$ cat src/rtl/core/fgth_pkg.sv
package fgth_pkg;

  localparam int KID_SLOTS    = 4;   // kid genotypes that fit in one word
  localparam int MAX_KIDS_DEF = 4;
  localparam int CELLS        = 64;
  localparam int CELL_W       = 6;
  localparam int CNT_W        = 31;
  localparam int NK_W         = 3;
  localparam int GENO_W       = 2;
  localparam int S_TDATA_W    = 16;
  localparam int M_TDATA_W    = 72;

  localparam logic [CNT_W-1:0]  COUNT_MAX = '1;
  localparam logic [CELL_W-1:0] LAST_CELL = CELL_W'(CELLS - 1);

  typedef enum logic [0:0] {
    OP_ADD  = 1'b0,
    OP_READ = 1'b1
  } op_t;

  // one load request for the output stage
  typedef struct packed {
    logic              load;
    logic              bad;
    logic [CELL_W-1:0] cidx;
    logic              last;
  } out_ctl_t;

  function automatic logic [CNT_W-1:0] sat_inc(input logic [CNT_W-1:0] v);
    sat_inc = (v == COUNT_MAX) ? COUNT_MAX : v + CNT_W'(1);
  endfunction

endpackage

$ cat src/rtl/core/fgth_ram.sv
module fgth_ram #(
  parameter int WIDTH = 31,
  parameter int DEPTH = 64
) (
  input  logic                     clk,
  input  logic                     we,
  input  logic [$clog2(DEPTH)-1:0] waddr,
  input  logic [WIDTH-1:0]         wdata,
  input  logic                     re,
  input  logic [$clog2(DEPTH)-1:0] raddr,
  output logic [WIDTH-1:0]         rdata
);

  logic [WIDTH-1:0] mem [DEPTH];

  always_ff @(posedge clk) begin
    if (we) begin
      mem[waddr] <= wdata;
    end
    if (re) begin
      rdata <= mem[raddr];
    end
  end

endmodule

$ cat src/rtl/core/fgth_lane.sv
// One kid's trio histogram: read, saturating increment, write back.
module fgth_lane (
  input  logic                     clk,
  input  logic                     rst,
  input  logic                     clr_en,
  input  logic [fgth_pkg::CELL_W-1:0] clr_addr,
  input  logic                     add_en,
  input  logic [fgth_pkg::CELL_W-1:0] add_addr,
  input  logic                     rd_en,
  input  logic [fgth_pkg::CELL_W-1:0] rd_addr,
  output logic [fgth_pkg::CNT_W-1:0]  rd_data
);
  import fgth_pkg::*;

  logic              s1_valid;
  logic [CELL_W-1:0] s1_addr;
  logic              fwd_valid;
  logic [CELL_W-1:0] fwd_addr;
  logic [CNT_W-1:0]  fwd_data;
  logic [CNT_W-1:0]  old_cnt;
  logic [CNT_W-1:0]  new_cnt;
  logic              we;
  logic [CELL_W-1:0] waddr;
  logic [CNT_W-1:0]  wdata;

  // the write from the previous cycle is not yet visible in the read data
  assign old_cnt = (fwd_valid && fwd_addr == s1_addr) ? fwd_data : rd_data;
  assign new_cnt = sat_inc(old_cnt);

  assign we    = clr_en | s1_valid;
  assign waddr = clr_en ? clr_addr : s1_addr;
  assign wdata = clr_en ? '0 : new_cnt;

  fgth_ram #(
    .WIDTH (CNT_W),
    .DEPTH (CELLS)
  ) u_ram (
    .clk   (clk),
    .we    (we),
    .waddr (waddr),
    .wdata (wdata),
    .re    (add_en | rd_en),
    .raddr (add_en ? add_addr : rd_addr),
    .rdata (rd_data)
  );

  always_ff @(posedge clk) begin
    if (rst) begin
      s1_valid  <= 1'b0;
      fwd_valid <= 1'b0;
    end else begin
      s1_valid  <= add_en;
      fwd_valid <= s1_valid;
    end
    s1_addr  <= add_addr;
    fwd_addr <= s1_addr;
    fwd_data <= new_cnt;
  end

endmodule

$ cat config.mk
export PLATFORM = sky130hd
export DESIGN_NAME = fgth_lane
export DESIGN_NICKNAME = d
export VERILOG_FILES = /design/src/rtl/core/fgth_pkg.sv /design/src/rtl/core/fgth_ram.sv /design/src/rtl/core/fgth_lane.sv
export SDC_FILE = /design/constraint.sdc
export NUM_CORES = 2
export LEC_CHECK = 0
export ABC_AREA = 1
export BUFFER_PORTS_ARGS = -buffer_cell sky130_fd_sc_hd__buf_2
export CORE_MARGIN = 3
export CORE_UTILIZATION = 40
export DETAILED_ROUTE_END_ITERATION = 10
export PLACE_DENSITY_LB_ADDON = 0.05
export SLEW_MARGIN = 0
export SYNTH_ARGS = -nofsm -noshare
export SYNTH_HDL_FRONTEND = slang
export SYNTH_HIERARCHICAL = 1
export SYNTH_SLANG_ARGS = --single-unit
export TNS_END_PERCENT = 20
$ cat constraint.sdc
create_clock -name clk -period 5.4 [get_ports clk]
set_clock_uncertainty 0.05 [all_clocks]
set_input_delay 0.27 -clock clk [delete_from_list [all_inputs] [get_ports clk]]
set_output_delay 0.27 -clock clk [all_outputs]
set_load 0.02 [all_outputs]
==> results.txt <==
----------------------------------------------------
[Status]
  Run status ... complete, no violations

[Finish]
  Net count of the finished layout ... 7363
  Leading cell types in the layout, fill and taps excluded ... nand2_1 (2733), edfxtp_1 (2015), nand3_1 (1706)
  Layout area overhead ... 13.5%
  Most common cell after layout, fill and taps aside ... nand2_1
  Layout cells sized above 1 ... 0.0900
  Number of inserted filler cells in the final layout ... 19000

[Clock network]
  Number of H-tree levels ... 4
  Number of buffers added by the clock tree synthesis step ... 220
  Latest clock arrival within the worst-skew pair ... 860 ps
  Maximum root-to-sink buffer count ... 3
  Clk sink count ... 2060
  CTS tree ... yes
  Clk root buf ... clkbuf_16
  Reg clk slew, reported paths ... 60 ps

[Setup path]
  R2r setup slk ... 920 ps
  Crit path max fanout ... 26
  Element type at the critical path end ... flop
  Data arrival time of the critical path ... 5070 ps
  Reg2reg start ... s1_addr[0]$_DFF_P_
  Critical path launch point type ... flop
  Setup Crit Path Kind ... reg2reg
  Critical path capture point ... u_ram/mem[15][8]$_DFFE_PP_
  Launch point of the critical path ... s1_addr[0]$_DFF_P_
  Data required time at the worst endpoint ... 5980 ps
  R2R cell count ... 15
  Reg-to-reg critical path endpoint ... u_ram/mem[15][8]$_DFFE_PP_

[Global routing]
  Met3 Usage GRT ... 0.0386
  Largest net degree at the start of global routing ... 159
  Number of antenna violations at the first check in global routing ... 19
  All-layer global routing usage ... 0.256
  Met1 demand-to-capacity share in global routing ... 0.364
  Global-route wire length before repair ... 397000 microns
  Vias in the first global route ... 53700
  Global-route track usage on met2 ... 0.407
  Total grt overflow ... 0
  Most used routing layer in global routing ... met2

[STA]
  Slew of the pin with the lowest slew margin ... 1060 ps
  Number of pins with negative max-slew slack in the final report ... 0
  Maximum clock frequency ... 0.223 GHz
  RSZ-0062 raised after global routing ... false
  Final number of hold-violating endpoints ... 0
  Final TNS setup ... 0 ps
  Count of endpoints failing setup in the final report ... 0
  Normalized max-slew margin ... 0.293
  Min cycle time layout ... 4480 ps
  Post-route fraction of the period consumed by the critical path ... 0.830

[Floorplanning]
  Horizontal die dimension ... 464 microns
  Core box area ... 0.208 sq mm
  Standard-cell rows ... 167
  Die Outline Area ... 0.216 sq mm
  Effective utilization at floorplan ... 0.404
  I/O pin cnt ... 54
  Y dimension of the die ... 464 microns

[Power]
  Leakage ... 34.7 nW
  VDD IR max ... 0.350 mV
  P_sw ... 0.00940 W
  Comb power frac ... 0.107
  Portion of total power attributed to the clock network ... 0.392
  Cell internal power dissipation ... 0.0271 W
  Power density over cell area ... 382 mW/mm^2
  Relative contribution of sequential cells to total power ... 0.501
  Overall power ... 0.0365 W
  Switching Fraction ... 0.258

[Drt]
  Avg Vias per Cell ... 5.43
  Number of search-and-repair iterations in the first detailed-routing pass ... 7
  Routed length per placed instance ... 27.1 microns
  Vias after detailed routing ... 56000
  DRC errors left ... 0
  Initial DRC Count ... 5519
  Final antenna-violating net count ... 0
  Detailed-route wire length ... 280000 microns

[Logic synthesis]
  Summed instance area of the synthesized netlist ... 0.0840 sq mm
  Number of warnings printed during yosys synthesis ... 6
  Ys async rst share ... 0
  Synth Register Bits ... 2060
  Largest area contributor in the synthesized netlist ... edfxtp_1
  Number of flops mapped to enable cells by yosys ... 2015
  Sequential element share of the synthesized area ... 0.731
  Leading register cell type out of synthesis ... edfxtp_1
  Share of Yosys cell area claimed by the top area cell type ... 0.720
  Count of unique library cells instantiated by Yosys ... 31
  Dominant cells by area after synthesis ... edfxtp_1 (72%), nand2_1 (12%), nand3_1 (10%)
  Average size of a mapped cell ... 11.5 sq um
  Nets in the synthesized netlist ... 7317
  Cells after synthesis ... 7292

[Worst hold path]
  Number of cells on the worst hold path ... 3
  Worst Hold Class ... in2reg

[Place]
  Number of buffers inserted by port buffering ... 53
  Global placer's final weighted congestion ... 0.876
  Detailed placement HPWL ... 144000 microns

[Flow run]
  Total of max-cap violations ... 0

----------------------------------------------------
final cells by class:
type                    instances  area (sq um)  share of cell area
flip-flops and latches       2060         61400               0.644
multi-input cells            4680         20800               0.218
clock buffers                 279          5750              0.0603
well taps                    2788          3490              0.0366
repair buffers                274          2550              0.0267
clock inverters               130           986              0.0103
inverters                     102           413             0.00433
diodes                          9          22.5            0.000236
per-layer routing:
| layer | vias to the layer above | wire length [microns] |
|---|---|---|
| li1 | 25600 | - |
| met1 | 28300 | 126000 |
| met2 | 1726 | 129000 |
| met3 | 369 | 16800 |
| met4 | 0 | 8120 |
| met5 | - | 0 |
worst min path at each step:
| stage | end | slack, ps | start |
|---|---|---|---|
| 5_1_grt | fwd_valid$_SDFF_PP0_ | 80 | rst |
| 6_report | fwd_valid$_SDFF_PP0_ | 110 | rst |
| 3_5_place_dp | fwd_addr[0]$_DFF_P_ | 310 | s1_addr[0]$_DFF_P_ |
| 3_3_place_gp | fwd_addr[0]$_DFF_P_ | 310 | s1_addr[0]$_DFF_P_ |
| 2_1_floorplan | s1_addr[0]$_DFF_P_ | 250 | add_addr[0] |
| 4_1_cts | fwd_valid$_SDFF_PP0_ | 20 | rst |
repair_timing:
action,CTS,global route
setup endpoints to repair,0,0
hold buffers,14,0
gates resized for setup,0,0
endpoints found under the hold margin,8,0
buffers inserted,0,0
synthesized netlist by cell type (2+ instances only):
cell / n
nand2_2: 8
nand4_1: 10
o21bai_1: 4
xor2_1: 9
nand2_1: 2738
buf_2: 288
clkbuf_1: 78
o21ai_1: 3
ha_1: 2
o21ai_0: 22
inv_2: 8
edfxtp_1: 2015
xnor2_1: 2
dfxtp_1: 45
nor2_1: 126
a21oi_1: 20
nand3_2: 9
nand3_1: 1706
buf_1: 58
nor2_2: 5
nor2_4: 3
inv_1: 93
nor4_1: 8
buf_4: 23
buf_6: 3
power by group through the flow:
| stage | sequential [W] | clock (W) | combinational, W |
|---|---|---|---|
| finish | 0.0183 | 0.0143 | 0.00391 |
| global route | 0.0183 | 0.0153 | 0.00425 |
| CTS | 0.0183 | 0.0146 | 0.00394 |
| detailed placement | 0.0186 | 0 | 0.00392 |
| global placement | 0.0186 | 0 | 0.00391 |
| floorplan | 0.0186 | 0 | 0.00209 |
worst max-delay path: stages, from the launching register on:
cell     delay, ps
dfxtp_1        340
inv_1           80
a21oi_1        150
nand3_2        300
nor2_4         440
buf_4          340
nand2_1         80
nand2_1        120
nand2_1        120
nor2_1         140
nand2_2        140
nor2_8         180
nand3_4        380
buf_4          400
a21oi_4        540
buf_4          410
state kept, by name (all words and copies together), names as in the netlist:
name,flops
u_ram/rdata,31
s1_valid,1
u_ram/mem,1984
fwd_addr,6
s1_addr,6
fwd_valid,1
fwd_data,31
cell families after synthesis:
group / after synthesis / share of synthesized area
fa+ha+maj: 2 / 0.000298
compound gates: 49 / 0.00304
buf+inv: 552 / 0.0303
xor+xnor: 11 / 0.00115
flops: 2060 / 0.731
simple gates: 4618 / 0.234
through the flow:
step	hold slack, ps	setup slack [ps]	util	std cells	instance area [sq um]
floorplan	248	495	-	7292	84000
global placement	309	1030	0.426	9890	88500
detailed placement	310	936	0.426	9890	88500
CTS	21.4	913	0.459	10300	95300
global route	84.1	541	0.459	10300	95300
finish	114	917	0.459	10300	95400
No activity file was read; power rests on OpenSTA's default activity.
