### src/rtl/core/fgth_pkg.sv
package fgth_pkg;

  localparam int KID_SLOTS    = 4;   // kid genotypes that fit in one word
  localparam int MAX_KIDS_DEF = 4;
  localparam int CELLS        = 64;
  localparam int CELL_W       = 6;
  localparam int CNT_W        = 31;
  localparam int NK_W         = 3;
  localparam int GENO_W       = 2;
  localparam int S_TDATA_W    = 16;
  localparam int M_TDATA_W    = 72;

  localparam logic [CNT_W-1:0]  COUNT_MAX = '1;
  localparam logic [CELL_W-1:0] LAST_CELL = CELL_W'(CELLS - 1);

  typedef enum logic [0:0] {
    OP_ADD  = 1'b0,
    OP_READ = 1'b1
  } op_t;

  // one load request for the output stage
  typedef struct packed {
    logic              load;
    logic              bad;
    logic [CELL_W-1:0] cidx;
    logic              last;
  } out_ctl_t;

  function automatic logic [CNT_W-1:0] sat_inc(input logic [CNT_W-1:0] v);
    sat_inc = (v == COUNT_MAX) ? COUNT_MAX : v + CNT_W'(1);
  endfunction

endpackage

### src/rtl/core/fgth_merge.sv
// Output stage: picks the queried lane and holds the result word.
module fgth_merge #(
  parameter int LANES = 4
) (
  input  logic                        clk,
  input  logic                        rst,
  input  fgth_pkg::out_ctl_t          ctl,
  input  logic [fgth_pkg::CNT_W-1:0]  lane_data [LANES],
  input  logic [1:0]                  kid_sel,
  input  logic [fgth_pkg::CNT_W-1:0]  total,
  output logic                        out_free,
  output logic                        m_tvalid,
  input  logic                        m_tready,
  output logic [fgth_pkg::M_TDATA_W-1:0] m_tdata,  // cell_index, cell_count, total_records
  output logic                        m_tuser,  // bad_kid
  output logic                        m_tlast
);
  import fgth_pkg::*;

  logic [CNT_W-1:0] sel_cnt;

  always_comb begin
    sel_cnt = '0;
    for (int i = 0; i < LANES; i++) begin
      if (kid_sel == 2'(i)) begin
        sel_cnt = lane_data[i];
      end
    end
  end

  assign out_free = !m_tvalid || m_tready;

  always_ff @(posedge clk) begin
    if (rst) begin
      m_tvalid <= 1'b0;
    end else if (ctl.load) begin
      m_tvalid <= 1'b1;
    end else if (m_tready) begin
      m_tvalid <= 1'b0;
    end
    if (ctl.load) begin
      m_tdata <= {(M_TDATA_W - 2 * CNT_W - CELL_W)'(0), total,
                  ctl.bad ? CNT_W'(0) : sel_cnt, ctl.bad ? CELL_W'(0) : ctl.cidx};
      m_tuser <= ctl.bad;
      m_tlast <= ctl.last;
    end
  end

endmodule

### config.mk
export PLATFORM = sky130hd
export DESIGN_NAME = fgth_merge
export DESIGN_NICKNAME = d
export VERILOG_FILES = /design/src/rtl/core/fgth_pkg.sv /design/src/rtl/core/fgth_merge.sv
export SDC_FILE = /design/constraint.sdc
export NUM_CORES = 1
export LEC_CHECK = 0
export ABC_AREA = 1
export BUFFER_PORTS_ARGS = -buffer_cell sky130_fd_sc_hd__buf_2
export CAP_MARGIN = 20
export CORE_ASPECT_RATIO = 2
export CORE_MARGIN = 5
export CORE_UTILIZATION = 45
export CTS_BUF_LIST = sky130_fd_sc_hd__clkbuf_8
export CTS_CLUSTER_DIAMETER = 120
export DETAILED_ROUTE_END_ITERATION = 10
export PLACE_DENSITY = 0.91
export SLEW_MARGIN = 10
export SYNTH_ARGS = -nofsm -noshare
export SYNTH_HDL_FRONTEND = slang
export SYNTH_SLANG_ARGS = --single-unit
### constraint.sdc
create_clock -name clk -period 1.45 [get_ports clk]
set_input_delay 0.0725 -clock clk [delete_from_list [all_inputs] [get_ports clk]]
set_output_delay 0.0725 -clock clk [all_outputs]
set_load 0.01 [all_outputs]
==> flow_summary.html <==
<table>
<tr><th>Metric</th><th>Value</th></tr>
<tr><th colspan="2">Drt</th></tr>
<tr><td>Via density per instance</td><td>roughly 5.0</td></tr>
<tr><td># DRC</td><td>0</td></tr>
<tr><td>Vias after detailed routing</td><td>around 3,700</td></tr>
<tr><td>Total Routed Length</td><td>about 12,000 um</td></tr>
<tr><td>Number of DRC markers in iteration 0</td><td>roughly 210</td></tr>
<tr><td>DRT antenna net count</td><td>0</td></tr>
<tr><td>Average wire per standard cell</td><td>15.7 um</td></tr>
<tr><td>Number of optimization iterations in the first detailed-route pass</td><td>5</td></tr>
<tr><th colspan="2">Global route</th></tr>
<tr><td>Total gr overflow</td><td>0</td></tr>
<tr><td>Maximum number of pins on one net before global-route repair</td><td>about 70</td></tr>
<tr><td>Wire length of the first global-routing pass</td><td>about 18,000 um</td></tr>
<tr><td>Number of global-route vias before repair</td><td>roughly 3,700</td></tr>
<tr><td>Number of antenna violations at the first check in global routing</td><td>0</td></tr>
<tr><td>Overall fraction of global-route tracks in use</td><td>0.244</td></tr>
<tr><th colspan="2">Yosys</th></tr>
<tr><td>Post-synthesis instance area</td><td>0.00339 mm2</td></tr>
<tr><td>Portion of synthesized cell area occupied by the leading cell type</td><td>0.620</td></tr>
<tr><td>Synthesized flop and latch total</td><td>71</td></tr>
<tr><td>Post-Syn Instances</td><td>about 370</td></tr>
<tr><td>Sequential fraction of the synthesis area</td><td>0.626</td></tr>
<tr><td>Largest cells by area after synthesis</td><td>edfxtp_1, nand3_1, nor2_1, nand2_1, o21ai_0</td></tr>
<tr><td>Mapped Avg Cell Area</td><td>~9.3 um2</td></tr>
<tr><td>Cell accounting for the most synthesized area</td><td>edfxtp_1</td></tr>
<tr><td>YS warnings</td><td>0</td></tr>
<tr><td>Count of different cell masters after synthesis</td><td>14</td></tr>
<tr><th colspan="2">Timing</th></tr>
<tr><td>Final hold viol count</td><td>0</td></tr>
<tr><td>Final critical delay including setup and external delays</td><td>1130 ps</td></tr>
<tr><td>Max Clock Freq</td><td>slightly below 900 MHz</td></tr>
<tr><td>Setup-violating endpoint count in the final report</td><td>0</td></tr>
<tr><td>Least setup slack across all paths after layout</td><td>321 ps</td></tr>
<tr><td>Final number of max-transition violations</td><td>0</td></tr>
<tr><td>Final period utilization</td><td>0.778</td></tr>
<tr><td>Final setup TNS</td><td>0 ps</td></tr>
<tr><td>Clock Skews</td><td>0 ps</td></tr>
<tr><td>Setup repair after global routing missed its margin</td><td>no</td></tr>
<tr><th colspan="2">CTS</th></tr>
<tr><td>Clock root buffer master</td><td>clkbuf_8</td></tr>
<tr><td>Count of instances resized after the clock tree is built</td><td>0</td></tr>
<tr><td>Maximum level of the CTS H-tree</td><td>3</td></tr>
<tr><td>Clock net sink count</td><td>between 70 and 80</td></tr>
<tr><td>Clock latency at the later pin of the worst-skew pair</td><td>330 ps</td></tr>
<tr><td>Maximum buffer depth of the clock tree</td><td>2</td></tr>
<tr><td>Worst-path clk slew</td><td>~70 ps</td></tr>
<tr><td>Number of buffers created by CTS</td><td>9</td></tr>
<tr><td>Clock tree from TritonCTS</td><td>built</td></tr>
<tr><th colspan="2">Setup path</th></tr>
<tr><td>Required time of the critical path</td><td>approximately 1700 ps</td></tr>
<tr><td>Setup crit start kind</td><td>register</td></tr>
<tr><td>Endpoint class of the critical path</td><td>register</td></tr>
<tr><td>Top fanout value on the critical path</td><td>2</td></tr>
<tr><td>Critical path arrival</td><td>1400 ps</td></tr>
<tr><td>Type of the setup path with the least slack</td><td>register to register</td></tr>
<tr><th colspan="2">Floorplanning</th></tr>
<tr><td>X dimension of the die</td><td>71.4 um</td></tr>
<tr><td>Vertical die dimension</td><td>between 100 and 150 um</td></tr>
<tr><td>FP Rows</td><td>between 40 and 50</td></tr>
<tr><td>Count of pins on the block boundary</td><td>between 200 and 250</td></tr>
<tr><td>Placeable core region</td><td>around 0.0073 mm2</td></tr>
<tr><td>Initial standard-cell utilization of the core</td><td>0.463</td></tr>
<tr><td>Total Die Area</td><td>~0.0095 mm2</td></tr>
<tr><th colspan="2">Finish</th></tr>
<tr><td>NumNets Final</td><td>between 800 and 900</td></tr>
<tr><td>Most common cell after layout, fill and taps aside</td><td>buf_2</td></tr>
<tr><td>Area used by multi-input combinational logic</td><td>around 990 um2</td></tr>
<tr><td>Sequential cell area</td><td>approximately 0.0021 mm2</td></tr>
<tr><td>Finished layout cell area</td><td>around 0.0052 mm2</td></tr>
<tr><td>Most frequent cells in the layout</td><td>buf_2, edfxtp_1, nor2_1, nand2_1, nand3_1</td></tr>
<tr><td>Synthesis-to-layout area growth</td><td>53.7%</td></tr>
<tr><td>Layout cells sized above 1</td><td>0.409</td></tr>
<tr><td>Final core area utilization</td><td>0.711</td></tr>
<tr><td>Filler instances</td><td>between 500 and 600</td></tr>
<tr><td>Number of diodes added for antenna fixing</td><td>0</td></tr>
<tr><th colspan="2">Power and ir drop</th></tr>
<tr><td>Register share of total power</td><td>0.527</td></tr>
<tr><td>Worst IR drop on VDD</td><td>about 0.00056 V</td></tr>
<tr><td>Standby leakage power</td><td>approximately 0.0027 uW</td></tr>
<tr><td>Part of the power in the clock network</td><td>0.270</td></tr>
<tr><td>Power density of the placed cells</td><td>roughly 910 mW/mm2</td></tr>
<tr><td>Sw frac</td><td>0.262</td></tr>
<tr><td>Cell-internal power</td><td>~3500 uW</td></tr>
<tr><td>Comb pwr share</td><td>0.203</td></tr>
<tr><td>Switching power of the nets</td><td>1240 uW</td></tr>
<tr><th colspan="2">Placement</th></tr>
<tr><td>Worst-case setup slack after placement</td><td>about 320 ps</td></tr>
<tr><td>Final estimated routing congestion in global placement</td><td>around 0.84</td></tr>
<tr><td>Sum of net half-perimeters after detailed placement</td><td>~8600 um</td></tr>
<tr><td>Count of input and output buffers</td><td>between 200 and 250</td></tr>
<tr><td>Dpl cell area</td><td>approximately 0.0047 mm2</td></tr>
<tr><th colspan="2">Run</th></tr>
<tr><td>Number of maximum-capacitance constraint violations</td><td>0</td></tr>
<tr><th colspan="2">Min path</th></tr>
<tr><td>Hold/Removal Path Class</td><td>input pin to register</td></tr>
<tr><th colspan="2">Status</th></tr>
<tr><td>Run status</td><td>complete, no violations</td></tr>
</table>
==> final cells by class <==
| cell class | instances | share of cell area |
|---|---|---|
| clock buffers | 9 | 0.0238 |
| flip-flops and latches | 71 | 0.407 |
| clock inverters | 7 | 0.00625 |
| repair buffers | 286 | 0.321 |
| well taps | 92 | 0.0221 |
| multi-input cells | 231 | 0.190 |
| inverters | 41 | 0.0295 |
==> what timing repair did <==
item                      4_1_cts  5_1_grt
setup buffers                   0        0
hold endpoints to repair       35        0
hold buffers                   36        0
==> power groups by stage <==
stage / registers [uW] / logic [uW] / clock network (uW)
final: 2500 / 960 / 1280
after detailed placement: 2540 / 878 / 0
after CTS: 2490 / 957 / 1320
after global routing: 2510 / 1050 / 1430
after floorplan: 2630 / 271 / 0
after global placement: 2530 / 850 / 0
==> registers in the layout, indices dropped and copies added, names as in the netlist <==
| signal | count |
|---|---|
| m_tuser | 1 |
| m_tdata | 68 |
| m_tvalid | 1 |
| m_tlast | 1 |
==> cell usage after synthesis <==
cell / instances
o21ai_0: 31
nand2_1: 64
edfxtp_1: 70
nand3_1: 62
dfxtp_1: 1
buf_2: 12
a21oi_1: 1
inv_2: 1
buf_4: 7
clkbuf_1: 4
inv_1: 40
conb_1: 1
nor2_1: 69
buf_1: 3
==> critical path: stages, from the launching register on <==
cell and delay (ps):
dfxtp_1 340, nand2_1 70, a21oi_1 120, dlygate4sd3_1 550
==> stage by stage <==
stage	power, uW	instances	hold WS [ps]
floorplan	2910	369	142
global placement	3380	685	229
detailed placement	3420	685	244
CTS	4770	737	0.183
global route	4980	737	50.3
finish	4740	737	71.1
==> path summary, 6_finish.rpt <==
check	start	end	slack, ps	cells past startpoint
max	m_tvalid	m_tvalid	320	3
min reg2reg	m_tvalid	m_tvalid	1040	3
min	ctl[5]	m_tdata[4]	70	3
max reg2reg	m_tvalid	m_tvalid	320	3
==> logic make-up (layout without fill, tap and decap cells) <==
| kind of cell | Yosys count | count (layout) | synth area share |
|---|---|---|---|
| buf+inv | 67 | 343 | 0.0864 |
| flops | 71 | 71 | 0.626 |
| compound gates | 32 | 32 | 0.0473 |
| other cells | 1 | 4 | 0.00111 |
| simple gates | 195 | 195 | 0.239 |
==> routing by layer <==
layer | global-route usage | routed length (um)
met1 | 0.242 | 3640
met2 | 0.433 | 6110
met3 | 0.0623 | 1170
met4 | 0.159 | 659
met5 | 0 | 0
(Power assumes the default switching activity.)
